$ cat src/hdl/bfb_pkg.sv
// Shared types and constants for the bloom filter builder.
package bfb_pkg;

  // Fixed field and hash widths
  localparam int HASH_W     = 32;
  localparam int BYTE_W     = 8;
  localparam int CNT_W      = 16;
  localparam int WORD_W     = 64;
  localparam int CFG_IDX_W  = 2;
  localparam int CFG_DATA_W = 16;

  // Cell index is the hash above its three bit-select bits
  localparam int DIV_BITS   = HASH_W - 3;

  // Parameter defaults
  localparam int BLOOM_BYTES_DEF = 512;
  localparam int HASH_COUNT_DEF  = 8;

  // Register reset values
  localparam logic [CNT_W-1:0] ITEM_LENGTH_RST      = 16'd100;
  localparam logic [CNT_W-1:0] ITEMS_PER_FILTER_RST = 16'd3072;

  // Register indexes
  localparam logic [CFG_IDX_W-1:0] REG_ITEM_LENGTH      = 2'd0;
  localparam logic [CFG_IDX_W-1:0] REG_ITEMS_PER_FILTER = 2'd1;

  // Operations of the shared hash lane unit
  typedef enum logic [1:0] {
    LANE_NOP,
    LANE_STEP,
    LANE_FIN
  } lane_op_t;

  typedef struct packed {
    lane_op_t          op;
    logic [BYTE_W-1:0] data;
  } lane_cmd_t;

endpackage

$ cat src/hdl/bfb_filter_mem.sv
// Filter store: 64-bit words, one write and one registered read per cycle.
module bfb_filter_mem #(
  parameter int WORD_COUNT = 64,
  parameter int ADDR_W     = 6
) (
  input  logic                       clk,
  input  logic                       we,
  input  logic [ADDR_W-1:0]          waddr,
  input  logic [bfb_pkg::WORD_W-1:0] wdata,
  input  logic                       re,
  input  logic [ADDR_W-1:0]          raddr,
  output logic [bfb_pkg::WORD_W-1:0] rdata
);
  import bfb_pkg::*;

  logic [WORD_W-1:0] mem [WORD_COUNT];
  logic [WORD_W-1:0] rdata_r;

  // Write port
  always_ff @(posedge clk) begin
    if (we) begin
      mem[waddr] <= wdata;
    end
  end

  // Read port, old data on a same-address write
  always_ff @(posedge clk) begin
    if (re) begin
      rdata_r <= mem[raddr];
    end
  end

  assign rdata = rdata_r;

endmodule

$ cat config.mk
export PLATFORM = sky130hd
export DESIGN_NAME = bfb_filter_mem
export DESIGN_NICKNAME = d
export VERILOG_FILES = /design/src/hdl/bfb_pkg.sv /design/src/hdl/bfb_filter_mem.sv
export SDC_FILE = /design/constraint.sdc
export NUM_CORES = 2
export LEC_CHECK = 0
export BUFFER_PORTS_ARGS = -buffer_cell sky130_fd_sc_hd__buf_2
export CORE_ASPECT_RATIO = 1.25
export CORE_MARGIN = 3
export CORE_UTILIZATION = 45
export CTS_BUF_LIST = sky130_fd_sc_hd__clkbuf_16
export DETAILED_ROUTE_END_ITERATION = 16
export PLACE_DENSITY = 0.67
export REMOVE_ABC_BUFFERS = 1
export SLEW_MARGIN = 5
export SYNTH_ARGS = -nofsm -noshare
export SYNTH_HDL_FRONTEND = slang
export SYNTH_SLANG_ARGS = --single-unit
$ cat constraint.sdc
create_clock -name clk -period 12.2 [get_ports clk]
set_clock_uncertainty 0.1 [all_clocks]
set_input_delay 0.61 -clock clk [delete_from_list [all_inputs] [get_ports clk]]
set_output_delay 0.61 -clock clk [all_outputs]
set_load 0.05 [all_outputs]
==> reports/qor_table.md <==
| Quantity | Value |
| --- | --- |
| Outcome | complete, no violations |
| Number of warnings printed during yosys synthesis | 0 |
| Capture point of the worst reg-to-reg path | rdata[27] |
| Post-synth EDFFs | 4160 |
| Power after layout | 29.03 mW |
| Count of buffering cells on the critical path with inverters included | 5 |
| All-layer global routing usage | 23.52% |
| Standard cell with the maximum stage delay on the critical path | buf_4 |
| Effective utilization at floorplan | 45.39% |
| Final routed wirelength across all metal layers | 421400 um |
| Largest stage delay on the critical path | 0.72 ns |
| Mean instance size in the synthesized netlist | 23.79 um2 |
| Clock transition at the register clock pins on the worst setup and hold paths after CTS | 0.06 ns |
| NumNets Final | 7039 |
| Number of DRC markers after the initial detailed-route iteration | 10080 |
| Launch instance of the worst register-to-register path | mem[38][27] |
| RSZ-0062 raised after global routing | no |
| Number of top-level pins | 143 |
| Total number of vias | 75450 |
| Worst supply voltage drop on vdd | 0.0001119 V |
| Leakage Power | 54.65 nW |
| Row Count | 241 |
| Remaining antenna violation count | 0 |
| Maximum Capacitance Violations | 0 |
| Detailed-routed wire length on met2 | 213000 um |
| DR pass1 iterations | 6 |
| Gate Count Post-Synth | 6598 |
| Bufs on Longest Clock Path | 4 |
| CTS tree | yes |
| Cell accounting for the most synthesized area | edfxtp_1 |
| Fillers | 26440 |
| Worst reg-to-reg path cell count | 4 |
| Source of the critical timing path | raddr[2] |
| Period utilization | 34.68% |
| Setup_tns | 0 ns |
| Number of antenna violations at the first check in global routing | 32 |
| Per-cell via count in the routed design | 6.339 |
| CTS sink count | 4160 |
| Root cell of the clock tree | clkbuf_16 |
| Ratio of total power to cell area | 164.7 nW/um2 |
| Worst setup SP type | input pin |
| Data arrival time of the critical path | 4.90 ns |
| Sum of overflow across all layers after global routing | 0 |
| CP max FO | 55 |
| Final weighted congestion in routability-driven placement | 0.7781 |
| Fmax | 0.2364 GHz |
| Count of cell types in the netlist | 32 |
| FF-to-FF setup slack | 9.83 ns |
| Wire length per cell after detailed routing | 35.41 um |
| Worst-Skew Late Latency | 0.96 ns |
| H-tree depth reported by CTS | 5 |
| Prevailing post-synth register cell | edfxtp_1 |
| Port Buffers | 142 |
| Critical path capture point type | register |
| Final hold violation count | 0 |
| Yosys top cell area share | 79.57% |
| Critical Path, Cell by Cell | buf_8 -> buf_4 -> buf_4 -> buf_4 -> nand2b_1 -> buf_4 -> o221ai_1 -> o22ai_1 -> and3_1 |
| Critical Path Sink | rdata[63] |
| Post-Route Utilization | 50.96% |
| Part of the Yosys area used for sequential elements | 79.57% |
| Die area | 356000 um2 |
| Die boundary width | 534.3 um |
| Transition time at the pin with the least slew margin | 1.325 ns |
| Met1 WL | 150200 um |
| Synth-to-Final Area Change | 12.27% |
| Floorplan Core Area | 345900 um2 |
| Pin count of the biggest net entering global routing | 139 |
| Max-slew violations | 0 |
| Post-Syn Area | 157000 um2 |
| Routed length on met3 | 44880 um |
| Post-CTS setup buffer count | 0 |
| Most numerous cell on the critical path | buf_4 |
| Required time at the worst-slack endpoint | 12.87 ns |
| Global-route wire length before repair | 593900 um |
| Shortest clock period the worst path allows after layout | 4.231 ns |
| Worst min-delay path class | input pin to register |
| Final count of negative-setup-slack endpoints | 0 |
| Critical Setup Path Class | input pin to register |
| Top Family by Delay on Critical Path | buffers and inverters |
| Dpl hpwl | 219700 um |
| Top area cells in the synthesized netlist | edfxtp_1 80%, mux4_2 15%, mux2i_1 0.86% |
| Slew headroom | 11.68% |
| FF+latch count, synth | 4160 |
| Highest routing layer actually used | met5 |
| Fraction of final layout cells sized beyond drive strength 1 | 27.52% |
| Y dimension of the die | 666.4 um |
| Num CTS Buffers | 383 |
| Post-detailed-route DRC marker count | 0 |
| Proportion of synthesized flip-flops having asynchronous set or reset | 0% |
| Via count of the first global-routing pass | 76670 |
| Levels on crit path | 9 |
layer usage:
layer | vias to the layer above | track usage, %
li1 | 29250 | -
met1 | 40800 | 31.19
met2 | 4583 | 39.42
met3 | 792 | 4.984
met4 | 26 | 6.857
met5 | - | 0
kinds of logic after synthesis:
| group | count (synthesis) | synth area share [%] |
|---|---|---|
| AOI/OAI and AO/OA | 504 | 2.467 |
| buffers and inverters | 389 | 1.176 |
| DFF | 4160 | 79.57 |
| muxes | 1159 | 15.55 |
| and+or+nand+nor | 386 | 1.235 |
cells in the mapped netlist, types with 6 or more instances:
cell	number
o221ai_1	38
buf_6	6
clkbuf_1	140
nor2b_1	28
nand2b_1	11
a2bb2oi_1	19
a31oi_1	18
mux2i_1	135
buf_4	34
a41oi_1	26
mux4_2	1024
and3_1	64
inv_1	19
o22ai_1	83
edfxtp_1	4160
nand2_1	58
or3_1	29
nand3_1	45
buf_2	170
a211oi_1	63
nor2_1	112
a22o_1	88
or2_2	28
a22oi_1	168
buf_1	20
how the worst min path moves through the flow:
stage,start,endpoint,slack [ns],cells after the start
after floorplan,wdata[0],mem[0][0],0.61,0
after global placement,mem[62][46],rdata[46],0.80,4
after detailed placement,mem[62][46],rdata[46],0.82,4
after CTS,waddr[1],mem[50][18],0.22,3
after global routing,waddr[2],mem[55][51],0.26,3
final,waddr[1],mem[50][18],0.29,3
flip-flops by register name, summed over array words and instances, names as in the netlist:
signal and cells:
mem 4096, rdata 64
power by group:
group          internal, mW  switching (mW)
combinational         0.476           0.885
clock                  6.58            5.18
sequential             15.9          0.0472
total                  22.9            6.11
placed cells by master (no fill, tap or decap), drive strengths merged, types with 45 or more instances in the layout:
cell type	n
edfxtp	4160
mux4	1024
clkbuf	389
buf	346
a22oi	168
clkinv	162
mux2i	135
nor2	112
inv	109
a22o	88
o22ai	83
and3	64
a211oi	63
nand2	58
nand3	45
area by class of cell:
type | instances | area, um2 | share of cell area (%)
flip-flops and latches | 4160 | 124900 | 70.87
multi-input cells | 2049 | 30780 | 17.46
clock buffers | 389 | 9734 | 5.523
well taps | 4617 | 5777 | 3.277
clock inverters | 300 | 2485 | 1.410
repair buffers | 347 | 2440 | 1.384
inverters | 19 | 71.32 | 0.04046
diodes | 22 | 55.05 | 0.03123
through the flow:
stage	std cells	setup WS, ns	hold slack (ns)	instance area, um2
after detailed placement	11190	7.043	0.8186	164000
final	11900	7.969	0.2912	176300
after global routing	11880	7.977	0.2634	176200
after global placement	11190	7.072	0.8019	164000
after CTS	11880	7.977	0.2226	176200
after floorplan	6228	6.190	0.6089	155200
tightest hold or removal path, stage by stage:
cell      delay (ns)
buf_2           0.19
nand2b_1        0.22
nor2_4          0.12
what timing repair did:
item                                    4_1_cts  5_1_grt
gates resized for setup                       0        0
endpoints found under the hold margin         2        0
endpoints found under the setup margin        0        0
hold buffers                                  1        0
Note: power is estimated with default switching activity, not from simulation.
