[src/hdl/bfb_pkg.sv]
// Shared types and constants for the bloom filter builder.
package bfb_pkg;

  // Fixed field and hash widths
  localparam int HASH_W     = 32;
  localparam int BYTE_W     = 8;
  localparam int CNT_W      = 16;
  localparam int WORD_W     = 64;
  localparam int CFG_IDX_W  = 2;
  localparam int CFG_DATA_W = 16;

  // Cell index is the hash above its three bit-select bits
  localparam int DIV_BITS   = HASH_W - 3;

  // Parameter defaults
  localparam int BLOOM_BYTES_DEF = 512;
  localparam int HASH_COUNT_DEF  = 8;

  // Register reset values
  localparam logic [CNT_W-1:0] ITEM_LENGTH_RST      = 16'd100;
  localparam logic [CNT_W-1:0] ITEMS_PER_FILTER_RST = 16'd3072;

  // Register indexes
  localparam logic [CFG_IDX_W-1:0] REG_ITEM_LENGTH      = 2'd0;
  localparam logic [CFG_IDX_W-1:0] REG_ITEMS_PER_FILTER = 2'd1;

  // Operations of the shared hash lane unit
  typedef enum logic [1:0] {
    LANE_NOP,
    LANE_STEP,
    LANE_FIN
  } lane_op_t;

  typedef struct packed {
    lane_op_t          op;
    logic [BYTE_W-1:0] data;
  } lane_cmd_t;

endpackage

[src/hdl/bfb_lane_file.sv]
// Hash lane registers with one shared mix/finalize unit, one lane per cycle.
module bfb_lane_file #(
  parameter int HASH_COUNT = bfb_pkg::HASH_COUNT_DEF,
  parameter int LANE_IW    = 3
) (
  input  logic                      clk,
  input  logic                      rst_n,
  input  bfb_pkg::lane_cmd_t        cmd,
  input  logic [LANE_IW-1:0]        lane_sel,
  output logic [bfb_pkg::HASH_W-1:0] fin_hash
);
  import bfb_pkg::*;

  logic [HASH_W-1:0] lanes_r [HASH_COUNT];
  logic [HASH_W-1:0] fin_r;
  logic [HASH_W-1:0] cur;
  logic [HASH_W-1:0] step_val;
  logic [HASH_W-1:0] fin_val;

  // One byte of one-at-a-time mixing
  function automatic logic [HASH_W-1:0] mix_byte(input logic [HASH_W-1:0] h,
                                                 input logic [BYTE_W-1:0] b);
    logic [HASH_W-1:0] a;
    logic [HASH_W-1:0] c;
    a = h + HASH_W'(b);
    c = a + (a << 10);
    return c ^ (c >> 6);
  endfunction

  // Final avalanche of a lane
  function automatic logic [HASH_W-1:0] finalize(input logic [HASH_W-1:0] h);
    logic [HASH_W-1:0] a;
    logic [HASH_W-1:0] c;
    a = h + (h << 3);
    c = a ^ (a >> 11);
    return c + (c << 15);
  endfunction

  // Select the lane under work and run it through the shared unit
  always_comb begin
    cur      = lanes_r[lane_sel];
    step_val = mix_byte(cur, cmd.data);
    fin_val  = finalize(cur);
  end

  // Update the selected lane; finalizing returns it to its seed
  always_ff @(posedge clk) begin
    if (!rst_n) begin
      for (int k = 0; k < HASH_COUNT; k++) begin
        lanes_r[k] <= HASH_W'(k);
      end
    end else begin
      unique case (cmd.op)
        LANE_STEP: lanes_r[lane_sel] <= step_val;
        LANE_FIN:  lanes_r[lane_sel] <= HASH_W'(lane_sel);
        default: ;
      endcase
    end
  end

  // Hold the finalized hash for the cell index and bit update
  always_ff @(posedge clk) begin
    if (cmd.op == LANE_FIN) begin
      fin_r <= fin_val;
    end
  end

  assign fin_hash = fin_r;

endmodule

[config.mk]
export PLATFORM = sky130hd
export DESIGN_NAME = bfb_lane_file
export DESIGN_NICKNAME = d
export VERILOG_FILES = /design/src/hdl/bfb_pkg.sv /design/src/hdl/bfb_lane_file.sv
export SDC_FILE = /design/constraint.sdc
export NUM_CORES = 1
export LEC_CHECK = 0
export BUFFER_PORTS_ARGS = -buffer_cell sky130_fd_sc_hd__buf_2
export CORE_UTILIZATION = 40
export CTS_BUF_LIST = sky130_fd_sc_hd__clkbuf_4
export DETAILED_ROUTE_END_ITERATION = 6
export PLACE_DENSITY = 0.65
export RECOVER_POWER = 50
export SETUP_SLACK_MARGIN = 0.1
export SLEW_MARGIN = 15
export SYNTH_ARGS = -nofsm -noshare
export SYNTH_HDL_FRONTEND = slang
export SYNTH_SLANG_ARGS = --single-unit
[constraint.sdc]
create_clock -name clk -period 10.84 [get_ports clk]
set_input_delay 3.252 -clock clk [delete_from_list [all_inputs] [get_ports clk]]
set_output_delay 3.252 -clock clk [all_outputs]
set_load 0.005 [all_outputs]
==> flow_summary.json <==
{
  "rsz0062_at_grt": "false",
  "ys_seq_area_frac": 0.525,
  "num_rows": 73,
  "die_x_um": 205,
  "synthArstFlopShare": 0,
  "fmax_mhz": 101,
  "endpoint": "fin_hash[31]$_DFFE_PN_",
  "synth_edf_count": 288,
  "antenna_found_initial": 2,
  "tns_ps": 0,
  "grt_usage": 0.220,
  "cts_tree": "done",
  "slowest_stage": "a2111oi_0",
  "yosys.area.top_type": "edfxtp_1",
  "r2r-end": "fin_hash[31]$_DFFE_PN_",
  "r2r_slack_ps": 3660,
  "first_global_vias": 11600,
  "io_pins": 47,
  "critPathKind": "in -> reg",
  "worstPathMaxFanout": 29,
  "violations": "max-capacitance violations, max-slew violations",
  "max_cap_violations": 9,
  "hold_buffers": 0,
  "die_area_um2": 42000,
  "place_congestion": 1.00,
  "grt_max_degree": 34,
  "syn2layout_area_growth_pct": 11.0,
  "ys.flop_type": "edfxtp_1",
  "cts_setup_buffers": 0,
  "io_buffer_count": 46,
  "nNetsFinal": 1610,
  "hp-class": "reg -> reg",
  "synth_fa_ha_area_frac": 0.0602,
  "grt_first_pass_wirelength_mm": 68.4,
  "yosys.area_share.simple": 0.131,
  "htree_levels": 3,
  "period_minus_slack_ps": 9910,
  "place_ws_ps": 213,
  "num_vias": 11700,
  "final_common_cell": "nor2_1",
  "first_iter_violations": 1168,
  "arrival_ps": 10390,
  "cts.path.max_buffers": 3,
  "grt-ovfl-total": 0,
  "dr.pass1.iters": 6,
  "startpoint_type": "input port",
  "syn_inst": 1403,
  "ctsResizeCount": 0,
  "numCtsBuffers": 74,
  "hold_viol": 0,
  "end_kind": "register",
  "synth_mux_area_frac": 0.0813,
  "synth.top_cell.area_share": 0.525,
  "cts.sinks": 288,
  "powerDensity_nw_per_um2": 223,
  "wl_per_cell_um": 21.6,
  "min_period_over_period": 0.914,
  "tightest_slew_ps": 2720,
  "rr_startpoint": "lanes_r[6][11]$_SDFFCE_PN0P_",
  "clock_skew_ps": 50.8,
  "core-area_um2": 40200,
  "setup_viol": 0,
  "synth.avg_cell_area_um2": 11.7,
  "synth_top_family_by_area": "simple AND/OR/NAND/NOR gates",
  "peakVddDrop_uv": 88.3,
  "drv_slew": 257,
  "drive_gt1_frac": 0.173,
  "ys_ff_latch": 288,
  "wl_mm": 45.3,
  "layout_common_cells": "nor2_1, edfxtp_1, nand2_1, clkbuf_4, xnor2_1",
  "synthesis.area_um2": 16500,
  "yosysUniqueCellTypes": 85,
  "yosys-top-cells-area": "edfxtp_1, nor2_1, ha_1",
  "r2r_cells": 27,
  "fin_ws_ps": 932,
  "cpMostUsedCell": "a21oi_1",
  "status": "finished, violations left",
  "ant_nets": 0,
  "vias_per_cell": 5.61,
  "yosys.area_share.xor_xnor": 0.0810,
  "maxSlewHeadroom": -0.816,
  "clock_latency_ps": 740,
  "ys_warn_count": 0,
  "clock-root-buffer": "clkbuf_4",
  "startpoint": "lane_sel[2]",
  "dp_hpwl_mm": 31.1,
  "clk_pin_slew_ps": 80,
  "initial_core_util": 0.410,
  "syn-num-nets": 1494,
  "synth-compound-area-share": 0.0964,
  "cp_slowest_stage_delay_ps": 550,
  "drc": 0,
  "die_h_um": 205,
  "cp.required_ps": 11320,
  "p_leak_nw": 7.14
}
## cells in the mapped netlist (7+ instances only)
cell,n
mux4_2,37
nand2b_1,15
inv_1,35
a22oi_1,8
nor2_1,290
a21o_1,27
mux2i_1,28
and2_1,8
o21a_1,7
buf_4,7
ha_1,72
edfxtp_1,288
a31oi_1,7
o21ai_0,27
o21bai_1,15
xor2_1,44
mux2_2,14
a21oi_1,64
nand4_1,8
nor2b_1,10
nand3_1,19
nand2_1,107
xnor2_1,82
nor3_1,13
a221oi_1,10
clkbuf_1,30
## area by class of cell
class                           count  area (um2)
Fill cell                        3723       21900
Sequential cell                   288        8650
Multi-Input combinational cell   1024        7420
Clock buffer                      101         758
Tap cell                          525         657
Timing Repair Buffer               92         537
Inverter                           39         146
Clock inverter                     20         114
Antenna cell                        3        7.51
## layer usage
metal | track usage | wire length, um | part of all wire | up-vias
met4 | 0.0728 | 1140 | 0.025 | 0
met2 | 0.345 | 20700 | 0.46 | 534
met1 | 0.295 | 19000 | 0.42 | 5715
li1 | - | - | - | 5414
met3 | 0.0566 | 4430 | 0.098 | 81
met5 | 0 | 0 | 0 | -
## worst max-delay path, delay by kind of cell
family,cells,cell delay [ps]
AND/OR/NAND/NOR,1,260
XOR/XNOR,4,660
buffers and inverters,4,910
adder cells (fa/ha/maj),3,1080
AO/OA/AOI/OAI,18,4180
## worst min path at each step
stage                                      from                     to  cells after the start
finish              lanes_r[0][2]$_SDFFCE_PN0P_  fin_hash[2]$_DFFE_PN_                      2
global route        lanes_r[7][2]$_SDFFCE_PN1P_  fin_hash[2]$_DFFE_PN_                      2
CTS                 lanes_r[7][2]$_SDFFCE_PN1P_  fin_hash[2]$_DFFE_PN_                      2
detailed placement  lanes_r[7][2]$_SDFFCE_PN1P_  fin_hash[2]$_DFFE_PN_                      2
global placement    lanes_r[7][2]$_SDFFCE_PN1P_  fin_hash[2]$_DFFE_PN_                      2
floorplan           lanes_r[7][2]$_SDFFCE_PN1P_  fin_hash[2]$_DFFE_PN_                      2
## report_power, final
part / switching (W) / total [W] / internal (W)
sequential: 0.0000230 / 0.00143 / 0.00141
combinational: 0.00110 / 0.00175 / 0.000647
clock: 0.000449 / 0.000903 / 0.000454
## state kept, by name, summed over array words and instances (netlist names)
signal,cells
lanes_r,256
fin_hash,32
## metrics by stage
step	total power [W]	hold slack [ps]	std cells	instance area, um2	util
6_report	0.00408	868	2092	18300	0.455
3_3_place_gp	0.00317	840	1968	17500	0.434
3_5_place_dp	0.00319	834	1968	17500	0.434
4_1_cts	0.00409	840	2089	18300	0.456
2_1_floorplan	0.00267	741	1403	16500	-
5_1_grt	0.00432	901	2090	18300	0.455
## cell families (layout without fill, tap and decap cells)
group / count (synthesis) / count (layout)
AOI/OAI and AO/OA: 225 / 225
xor gates and xnor gates: 138 / 138
adders and majority gates: 77 / 77
buffers and inverters: 91 / 252
DFF: 288 / 288
muxes: 83 / 83
other: 0 / 3
and+or+nand+nor: 501 / 501
No activity file was read; power rests on OpenSTA's default activity.
