## config.mk

```make
export PLATFORM = sky130hd
export DESIGN_NAME = bfb_mod_unit
export DESIGN_NICKNAME = d
export VERILOG_FILES = /design/src/hdl/bfb_pkg.sv /design/src/hdl/bfb_mod_unit.sv
export SDC_FILE = /design/constraint.sdc
export NUM_CORES = 1
export LEC_CHECK = 0
export CELL_PAD_IN_SITES_DETAIL_PLACEMENT = 0
export CELL_PAD_IN_SITES_GLOBAL_PLACEMENT = 2
export CORE_ASPECT_RATIO = 0.7
export CORE_MARGIN = 2
export CORE_UTILIZATION = 43
export CTS_CLUSTER_DIAMETER = 80
export DETAILED_ROUTE_END_ITERATION = 8
export DONT_BUFFER_PORTS = 1
export HOLD_SLACK_MARGIN = 0.05
export PLACE_DENSITY_LB_ADDON = 0.2
export SKIP_CTS_REPAIR_TIMING = 1
export SYNTH_ARGS = -nofsm -noshare
export SYNTH_HDL_FRONTEND = slang
export SYNTH_SLANG_ARGS = --single-unit
```

## constraint.sdc

```tcl
create_clock -name clk -period 2.3 [get_ports clk]
set_input_delay 0.23 -clock clk [delete_from_list [all_inputs] [get_ports clk]]
set_output_delay 0.23 -clock clk [all_outputs]
set_load 0.1 [all_outputs]
```

## src/hdl/bfb_pkg.sv

```systemverilog
// Shared types and constants for the bloom filter builder.
package bfb_pkg;

  // Fixed field and hash widths
  localparam int HASH_W     = 32;
  localparam int BYTE_W     = 8;
  localparam int CNT_W      = 16;
  localparam int WORD_W     = 64;
  localparam int CFG_IDX_W  = 2;
  localparam int CFG_DATA_W = 16;

  // Cell index is the hash above its three bit-select bits
  localparam int DIV_BITS   = HASH_W - 3;

  // Parameter defaults
  localparam int BLOOM_BYTES_DEF = 512;
  localparam int HASH_COUNT_DEF  = 8;

  // Register reset values
  localparam logic [CNT_W-1:0] ITEM_LENGTH_RST      = 16'd100;
  localparam logic [CNT_W-1:0] ITEMS_PER_FILTER_RST = 16'd3072;

  // Register indexes
  localparam logic [CFG_IDX_W-1:0] REG_ITEM_LENGTH      = 2'd0;
  localparam logic [CFG_IDX_W-1:0] REG_ITEMS_PER_FILTER = 2'd1;

  // Operations of the shared hash lane unit
  typedef enum logic [1:0] {
    LANE_NOP,
    LANE_STEP,
    LANE_FIN
  } lane_op_t;

  typedef struct packed {
    lane_op_t          op;
    logic [BYTE_W-1:0] data;
  } lane_cmd_t;

endpackage

```

## src/hdl/bfb_mod_unit.sv

```systemverilog
// Remainder unit: cell index modulo a constant filter size by reciprocal multiplication.
module bfb_mod_unit #(
  parameter int MODULUS = bfb_pkg::BLOOM_BYTES_DEF,
  parameter int REM_W   = $clog2(bfb_pkg::BLOOM_BYTES_DEF)
) (
  input  logic                         clk,
  input  logic                         rst_n,
  input  logic                         start,
  input  logic [bfb_pkg::DIV_BITS-1:0] dividend,
  output logic                         done,
  output logic [REM_W-1:0]             rem
);
  import bfb_pkg::*;

  // Reciprocal scaled by 2^32; the estimated quotient is exact or one short
  localparam int RECIP_SH = HASH_W;
  localparam int RECIP_W  = DIV_BITS + 1;
  localparam int PROD_W   = DIV_BITS + RECIP_W;
  localparam int QUO_W    = DIV_BITS - 3;
  localparam logic [RECIP_W-1:0] RECIP = RECIP_W'((64'd1 << RECIP_SH) / 64'(MODULUS));
  localparam logic [REM_W:0]     MOD_R = (REM_W + 1)'(MODULUS);

  logic [DIV_BITS-1:0] dvd_r;
  logic [QUO_W-1:0]    quo_r;
  logic [REM_W:0]      part_r;
  logic [REM_W-1:0]    rem_r;
  logic [2:0]          stage_r;
  logic                done_r;
  logic [PROD_W-1:0]   prod;
  logic [REM_W:0]      back_prod;
  logic [REM_W:0]      part_nxt;

  // Estimate the quotient, then take the partial remainder in its low bits only
  always_comb begin
    prod      = PROD_W'(dvd_r) * PROD_W'(RECIP);
    back_prod = (REM_W + 1)'(quo_r) * MOD_R;
    part_nxt  = dvd_r[REM_W:0] - back_prod;
  end

  // Advance the three steps; done follows the final correction
  always_ff @(posedge clk) begin
    if (!rst_n) begin
      stage_r <= '0;
      done_r  <= 1'b0;
    end else begin
      stage_r <= {stage_r[1:0], start};
      done_r  <= stage_r[2];
    end
  end

  // Datapath registers
  always_ff @(posedge clk) begin
    if (start) begin
      dvd_r <= dividend;
    end
    if (stage_r[0]) begin
      quo_r <= prod[RECIP_SH +: QUO_W];
    end
    if (stage_r[1]) begin
      part_r <= part_nxt;
    end
    // Subtract the modulus once more when the estimate was one short
    if (stage_r[2]) begin
      if (part_r >= MOD_R) begin
        rem_r <= REM_W'(part_r - MOD_R);
      end else begin
        rem_r <= part_r[REM_W-1:0];
      end
    end
  end

  assign done = done_r;
  assign rem  = rem_r;

endmodule

```

==> metrics.txt, run 1 <==
Post-Syn Instances 35; Final period util roughly two thirds; post-route antenna net violation count 0; area leader, netlist edfxtp_1; Slew HR 40.2%; Fmax achieved about 660 MHz; Routed Wire Length 1.01 mm; post-layout min period ~1.5 ns; startpoint types register; Netlist cell types 3; antenna violations before repair 0; Mapped Nets 67; Yosys Warn Count 0; Syn Std Cell Area roughly 900 µm²; EDFF count, synth 27; Final Hold Fails 0; largest cells by area after synthesis edfxtp_1 89%, dfxtp_1 8.7%, and2_1 2.7%; post-route setup TNS 0 ns; critical path endpoint category output port; hold path start dvd_r[7]$_DFFE_PP_; Worst EP arrival between 1 and 1.5 ns; number of buffers created by CTS 5; total congestion overflow 0; Core ar. 1940 µm²; vias per cell roughly 4.5; largest net degree at the start of global routing 11; RSZ-0062 raised after global routing no; Longest Clk Path Bufs 2; tightest hold margin roughly 0.43 ns; CP Max Fanout 1; clk_lat worst skew between 0.3 and 0.4 ns; Yosys reg bits 31; final setup fails 0; reg-to-reg startpoint stage_r[2]$_SDFF_PN0_; final-stage net count 86; Critical Path RT 2.07 ns; Routed wire per std cell 13.1 µm; register area share after synthesis 97.3%; post-synth top area share 88.5%; Die Y-Extent between 40 and 50 µm; layout cells sized above 1 14.5%; clk slew on worst S/H paths 0.09 ns; detailed-route via count about 350; Avg Synthesized Cell Area between 20 and 30 µm²; I/O pins 42; Static Leak roughly 0.38 nW; Rows 13; Final Instance Count excl. Fillers 77; min-delay worst type reg -> reg; CTS tree done; Die X roughly 60 µm; Layout area overhead 21.7%; first-pass GRT wire length approximately 1.6 mm; placed insts 58; IO Port Bufs 0; DR pass1 iterations 2; Main synth FF type edfxtp_1; clk_skew around 0.0094 ns; Max-Cap Viols 0; async set-reset flop share out of synthesis 0%; DRC 0; Peak VDD IR roughly 510 µV; Least-Margin Pin Slew 0.900 ns; Placed Area between 900 and 1000 µm²; CP startpoint rem[5]$_DFFE_PP_; crit path kind reg -> out; pwr/cell area about 870 nW/µm²; diode count 0; status complete, no violations; post-layout util between 50% and 60%; initial DRC count 2; CTS root buf clkbuf_4; Max Slew Vio Count 0; Post-synth top cells 27 x edfxtp_1, 4 x and2_1, 4 x dfxtp_1; H-tree depth 2; die footprint 2520 µm²; vias in the first global route 338; most common cell in the netlist edfxtp_1; GRT Overall Usage roughly 10%; final RePlAce weighted congestion between 0.6 and 0.7; cell area after layout between 1000 and 1500 µm²; Starting Density between 40% and 50%; clk sinks 31; R2R Setup Slk ~1.4 ns
## area by class of cell
type                            count  area (µm²)
Multi-Input combinational cell      4        25.0
Clock buffer                        6        41.3
Timing Repair Buffer               12         118
Fill cell                         142         821
Tap cell                           22        27.5
Clock inverter                      2        12.5
Sequential cell                    31         891
## sequential cells by signal, summed over array words and instances, names as in the netlist
signal and cells:
done 1, dvd_r 9, part_r 9, rem 9
stage_r 3
## per-stage QoR
step	total power [mW]	worst slack, ns
6_report	0.973	0.794
5_1_grt	1.02	0.741
4_1_cts	0.973	0.770
3_5_place_dp	0.681	1.15
3_3_place_gp	0.680	1.15
2_1_floorplan	0.676	1.16
## where the power goes
part | internal [mW] | leakage (nW) | total, mW | switching, mW
Clock | 0.118 | 0.0282 | 0.288 | 0.170
Sequential | 0.636 | 0.285 | 0.663 | 0.0266
Combinational | 0.0139 | 0.0627 | 0.0219 | 0.00799
## cell families after synthesis
family / share of synthesized area, %
simple gates: 2.73
flops: 97.3
## layout by cell type, fill, tap and decap left out, drive strengths merged
master / count
dfxtp: 4
buf: 1
clkinvlp: 1
edfxtp: 27
dlygate4sd3: 11
clkbuf: 6
clkinv: 1
and2: 4
## final timing paths
| check | endpoint | cells after the start |
|---|---|---|
| max | rem[5] | 0 |
| min | part_r[7]$_DFFE_PP_ | 0 |
| max reg2reg | rem[1]$_DFFE_PP_ | 0 |
| min reg2reg | part_r[7]$_DFFE_PP_ | 0 |
## per-layer routing
| metal | GRT usage (%) | part of all wire, % | vias to the layer above |
|---|---|---|---|
| met5 | 0 | 0 | - |
| met4 | 9.55 | 3.6 | 0 |
| met3 | 10.5 | 10 | 5 |
| met1 | 11.4 | 49 | 144 |
| li1 | - | - | 172 |
| met2 | 10.7 | 37 | 25 |
No activity file was read; power rests on OpenSTA's default activity.
==> run 2: changes to the inputs <==
--- a/config.mk
+++ b/config.mk
@@ -9,7 +9,7 @@
 export CELL_PAD_IN_SITES_GLOBAL_PLACEMENT = 2
 export CORE_ASPECT_RATIO = 0.7
 export CORE_MARGIN = 2
-export CORE_UTILIZATION = 43
+export CORE_UTILIZATION = 40
 export CTS_CLUSTER_DIAMETER = 80
 export DETAILED_ROUTE_END_ITERATION = 8
 export DONT_BUFFER_PORTS = 1
==> constraint.sdc (replaced) <==
create_clock -name clk -period 1.5 [get_ports clk]
set_input_delay 0.15 -clock clk [delete_from_list [all_inputs] [get_ports clk]]
set_output_delay 0.15 -clock clk [all_outputs]
set_load 0.1 [all_outputs]
==> run 2 against run 1 <==
Net effect: first-iteration DRC count shrank 50%; clock power is 46% higher; register-to-register slack lost 0.77 ns; critical path depth up 1; non-clock buffer count increased by 9; sequential share of layout area down 5.1 points; combinational power rose to 3.0 times the previous value; highest routed layer unchanged.
==> metrics.txt, run 2 (synthesis results as in run 1) <==
Fmax achieved just over 900 MHz; Layout area overhead 30.1% (was 21.7%); Max Slew Vio Count 0 (unchanged); Core ar. 2150 µm² (was 1940 µm²); initial DRC count 1 (was 2); clk_skew 0.00793 ns (was 0.00938 ns); clk slew on worst S/H paths 0.09 ns (about the same); post-route antenna net violation count 0 (unchanged); pwr/cell area 1240 nW/µm² (was 873 nW/µm²); Die Y-Extent 44.0 µm (was 42.6 µm); DRC 0 (unchanged); global routing usage on met3 9.36% (was 10.5%); hold depth 0 (unchanged); layout cells sized above 1 25.0% (was 14.5%); Longest Clk Path Bufs 2 (unchanged); total congestion overflow 0 (unchanged); diode count 0 (unchanged); detailed-route via count 372 (was 346); Slowest cell on crit path edfxtp_1; die footprint 2690 µm² (was 2520 µm²); IO Port Bufs 0 (unchanged); status complete, no violations (unchanged); Rows 14 (was 13); Routed Wire Length 928 µm (was 1.01 mm); DR pass1 iterations 2 (unchanged); CP Max Fanout 1 (unchanged); Placed Area 1030 µm² (was 951 µm²); CP Cell Sequence buf_4; met1 usage 8.83% (was 11.4%); Slew HR 74.1% (was 40.2%); largest net degree at the start of global routing 11 (unchanged); antenna violations before repair 0 (unchanged); WP buf/inv 1; R2R cell count 0 (unchanged); vias in the first global route 306 (was 338); H-tree depth 2 (unchanged); grt met2 use 8.51% (was 10.7%); Static Leak 0.421 nW (was 0.376 nW); global routing's busiest layer met3 (was met1); CTS root buf clkbuf_4 (unchanged); post-layout util 55.3% (was 57.6%); Die X 61.2 µm (was 59.2 µm); final setup fails 0 (unchanged); I/O pins 42 (unchanged); post-layout min period 1.09 ns; CTS tree done (unchanged); cell area after layout 1190 µm² (was 1110 µm²); vias per cell 3.88 (was 4.49); Final Hold Fails 0 (unchanged); Max-Cap Viols 0 (unchanged); Least-Margin Pin Slew 0.387 ns (was 0.900 ns); Final period util a little over 70%; delay-heaviest family, CP flip-flops; startpoint types register (unchanged); post-route setup TNS 0 ns (unchanged); Critical Path RT 1.35 ns (was 2.07 ns); RSZ-0062 raised after global routing no (unchanged); clk_lat worst skew 0.31 ns (was 0.32 ns); crit path kind reg -> out (unchanged); final RePlAce weighted congestion 0.628 (was 0.607); Peak VDD IR 668 µV (was 511 µV); Starting Density 42.5% (was 47.3%); GRT Overall Usage 8.05% (was 10.4%); most frequent cells in the layout 27 x edfxtp_1, 11 x dlygate4sd3_1, 10 x buf_4, 5 x clkbuf_4 (was 27 x edfxtp_1, 11 x dlygate4sd3_1, 5 x clkbuf_4, 4 x and2_1, 4 x dfxtp_1); WP depth 1 (was 0); min-delay worst type reg -> reg (unchanged); first-pass GRT wire length 1.37 mm (was 1.57 mm); Worst EP arrival 0.94 ns (was 1.28 ns); final-stage net count 95 (was 86); Overall Power 1.47 mW (was 0.973 mW); Routed wire per std cell 9.67 µm (was 13.1 µm); clk sinks 31 (unchanged); CP peak stage delay about 0.34 ns; critical path endpoint category output port (unchanged); number of buffers created by CTS 5 (unchanged); most common cell after layout, fill and taps aside edfxtp_1 (unchanged)
[run 2: report_power, final]
group	internal, mW	switching [mW]
registers	0.975	0.0124
logic	0.0257	0.0403
clock network	0.176	0.245
[run 2: per-stage QoR]
stage               setup slack [ns]  cells  hold WS, ns
finish                         0.415     96        0.418
floorplan                      0.441     35        0.249
detailed placement             0.633     77        0.249
global placement               0.648     77        0.249
global route                   0.353     96        0.436
CTS                            0.393     85      -0.0833
[run 2: worst paths after layout]
path	startpoint	to	slack (ns)
min reg2reg	dvd_r[2]$_DFFE_PP_	part_r[2]$_DFFE_PP_	0.42
min	dvd_r[2]$_DFFE_PP_	part_r[2]$_DFFE_PP_	0.42
max	rem[1]$_DFFE_PP_	rem[1]	0.41
max reg2reg	stage_r[2]$_SDFF_PN0_	rem[5]$_DFFE_PP_	0.62
[run 2: layer usage]
layer	share of wire [%]	up-vias	wire [µm]
met5	0	-	0
met1	40	153	371
li1	-	190	-
met2	39	24	361
met4	2.9	0	27
met3	18	5	168
[run 2: cell type report]
type	instances	area (µm²)
repair buffers	21	185
well taps	32	40.0
clock buffers	6	41.3
flip-flops and latches	31	891
fillers	177	963
clock inverters	2	8.76
multi-input cells	4	25.0
==> run 3: changes to the inputs <==
==> constraint.sdc (replaced) <==
create_clock -name clk -period 1 [get_ports clk]
set_input_delay 0.1 -clock clk [delete_from_list [all_inputs] [get_ports clk]]
set_output_delay 0.1 -clock clk [all_outputs]
set_load 0.1 [all_outputs]
==> run 3 against run 2 <==
Net effect: the flow now finishes with violations (setup timing); global-route usage down 0.69 points; wire length down 2.7%; total power is 70% higher; register-to-register slack worse by 0.49 ns; non-clock buffer count unchanged; worst hold slack got worse by 0.025 ns; flip-flop and latch count is the same; clock skew increased by 0.0025 ns; critical path depth stayed put; sequential power increased by 51%; combinational power rose by 73%; core utilization is 7.1 points higher; largest power group unchanged.
==> metrics.txt, run 3 (synthesis results as in run 1) <==
Least-Margin Pin Slew 0.380 ns (was 0.387 ns); Slowest cell on crit path edfxtp_1 (unchanged); clk sinks 31 (unchanged); WP buf/inv 1 (unchanged); final setup margin -0.0274 ns (was 0.415 ns); CTS tree done (unchanged); IO Port Bufs 0 (unchanged); number of buffers created by CTS 5 (unchanged); post-layout min period between 1 and 1.5 ns; clk slew on worst S/H paths 0.10 ns (was 0.09 ns); Peak VDD IR 1520 µV (was 668 µV); startpoint types register (unchanged); failing checks setup timing; critical path endpoint category output port (unchanged); Rows 14 (unchanged); DR pass1 iterations 2 (unchanged); antenna violations before repair 0 (unchanged); Critical Path RT 0.90 ns (was 1.35 ns); I/O pins 42 (unchanged); R2R cell count 0 (unchanged); hold depth 1 (was 0); placed insts 77 (unchanged); hold path start dividend[5] (was dvd_r[2]$_DFFE_PP_); vias in the first global route 320 (was 306); die footprint 2690 µm² (unchanged); diode count 0 (unchanged); final setup fails 9 (was 0); first-pass GRT wire length 1.26 mm (was 1.37 mm); vias per cell 4.02 (was 3.88); Static Leak 0.478 nW (was 0.421 nW); status complete, but fails checks (was complete, no violations); CP Max Fanout 1 (unchanged); Core ar. 2150 µm² (unchanged); Die Y-Extent 44.0 µm (unchanged); min-delay worst type in -> reg (was reg -> reg); largest net degree at the start of global routing 11 (unchanged); WP depth 1 (unchanged); clk_skew 0.0104 ns (was 0.00793 ns); H-tree depth 2 (unchanged); Max-Cap Viols 0 (unchanged); Placed Area 1160 µm² (was 1030 µm²); Setup WS pre-CTS 0.132 ns (was 0.633 ns); pwr/cell area 1860 nW/µm² (was 1240 nW/µm²); CTS root buf clkbuf_4 (unchanged); layout cells sized above 1 28.1% (was 25.0%); final RePlAce weighted congestion 0.612 (was 0.628); Routed wire per std cell 9.41 µm (was 9.67 µm); post-route setup TNS -0.227 ns (was 0 ns); delay-heaviest family, CP flip-flops (unchanged); most common cell after layout, fill and taps aside edfxtp_1 (unchanged); Final Hold Fails 0 (unchanged); clk_lat worst skew 0.32 ns (was 0.31 ns); Longest Clk Path Bufs 2 (unchanged); Final Instance Count excl. Fillers 96 (unchanged); detailed-route via count 386 (was 372); cell area after layout 1340 µm² (was 1190 µm²); post-route antenna net violation count 0 (unchanged); RSZ-0062 raised after global routing yes (was no); final-stage net count 95 (unchanged); Starting Density 42.5% (unchanged); Die X 61.2 µm (unchanged); Routed Wire Length 903 µm (was 928 µm); DRC 0 (unchanged); CP startpoint rem[3]$_DFFE_PP_ (was rem[1]$_DFFE_PP_); GRT Overall Usage 7.36% (was 8.05%); Worst EP arrival 0.93 ns (was 0.94 ns); crit path kind reg -> out (unchanged); CP peak stage delay 0.42 ns (was 0.34 ns); Slew HR 74.6% (was 74.1%); initial DRC count 1 (unchanged); total congestion overflow 0 (unchanged); Layout area overhead 46.7% (was 30.1%); CP Cell Sequence buf_12 (was buf_4); Final period util 103%; Fmax achieved between 900 and 1000 MHz; most frequent cells in the layout 27 x edfxtp_1, 11 x dlygate4sd3_1, 10 x buf_12, 5 x clkbuf_4, 4 x and2_1 (was 27 x edfxtp_1, 11 x dlygate4sd3_1, 10 x buf_4, 5 x clkbuf_4); Max Slew Vio Count 0 (unchanged); reg-to-reg startpoint stage_r[2]$_SDFF_PN0_ (unchanged)
-- run 3: changes by cell type in the layout (fill, tap and decap cells not counted) --
cell / change
bufinv_16: +1
buf_4: -10
clkbuf_1: -1
dfxtp_2: +1
dfxtp_1: -1
buf_12: +10
-- run 3: final timing paths --
| kind | to | slack, ns |
|---|---|---|
| worst max-delay path | rem[3] | -0.03 |
| worst min-delay path | dvd_r[5]$_DFFE_PP_ | 0.39 |
| worst max register to register | rem[0]$_DFFE_PP_ | 0.13 |
| worst min register to register | rem[0]$_DFFE_PP_ | 0.42 |
-- run 3: per-layer routing --
layer  part of all wire (%)  GRT usage [%]  wire, µm  vias up
li1                       -              -         -      190
met1                     37           8.45       336      167
met2                     43           8.72       386       26
met3                     17           7.31       151        3
met4                    3.0           3.91        27        0
met5                      0              0         0        -
-- run 3: where the power goes --
| part | switching, mW | internal, mW | leakage (nW) |
|---|---|---|---|
| logic | 0.0605 | 0.0538 | 0.150 |
| registers | 0.0219 | 1.46 | 0.286 |
| clock network | 0.389 | 0.514 | 0.0426 |
| total | 0.471 | 2.03 | 0.478 |
-- run 3: layout make-up --
cell class | instances | area [µm²]
multi-input cells | 4 | 25.0
clock inverters | 3 | 38.8
fillers | 163 | 811
clock buffers | 5 | 37.5
well taps | 32 | 40.0
flip-flops and latches | 31 | 892
repair buffers | 21 | 310
-- run 3: per-stage QoR --
step                      hold slack (ns)  power [mW]  utilization (%)
after CTS                          -0.142        2.48             57.3
after floorplan                     0.199        1.56                -
after detailed placement            0.199        1.59             53.7
final                               0.393        2.50             62.4
after global routing                0.368        2.61             62.4
after global placement              0.199        1.59             53.7
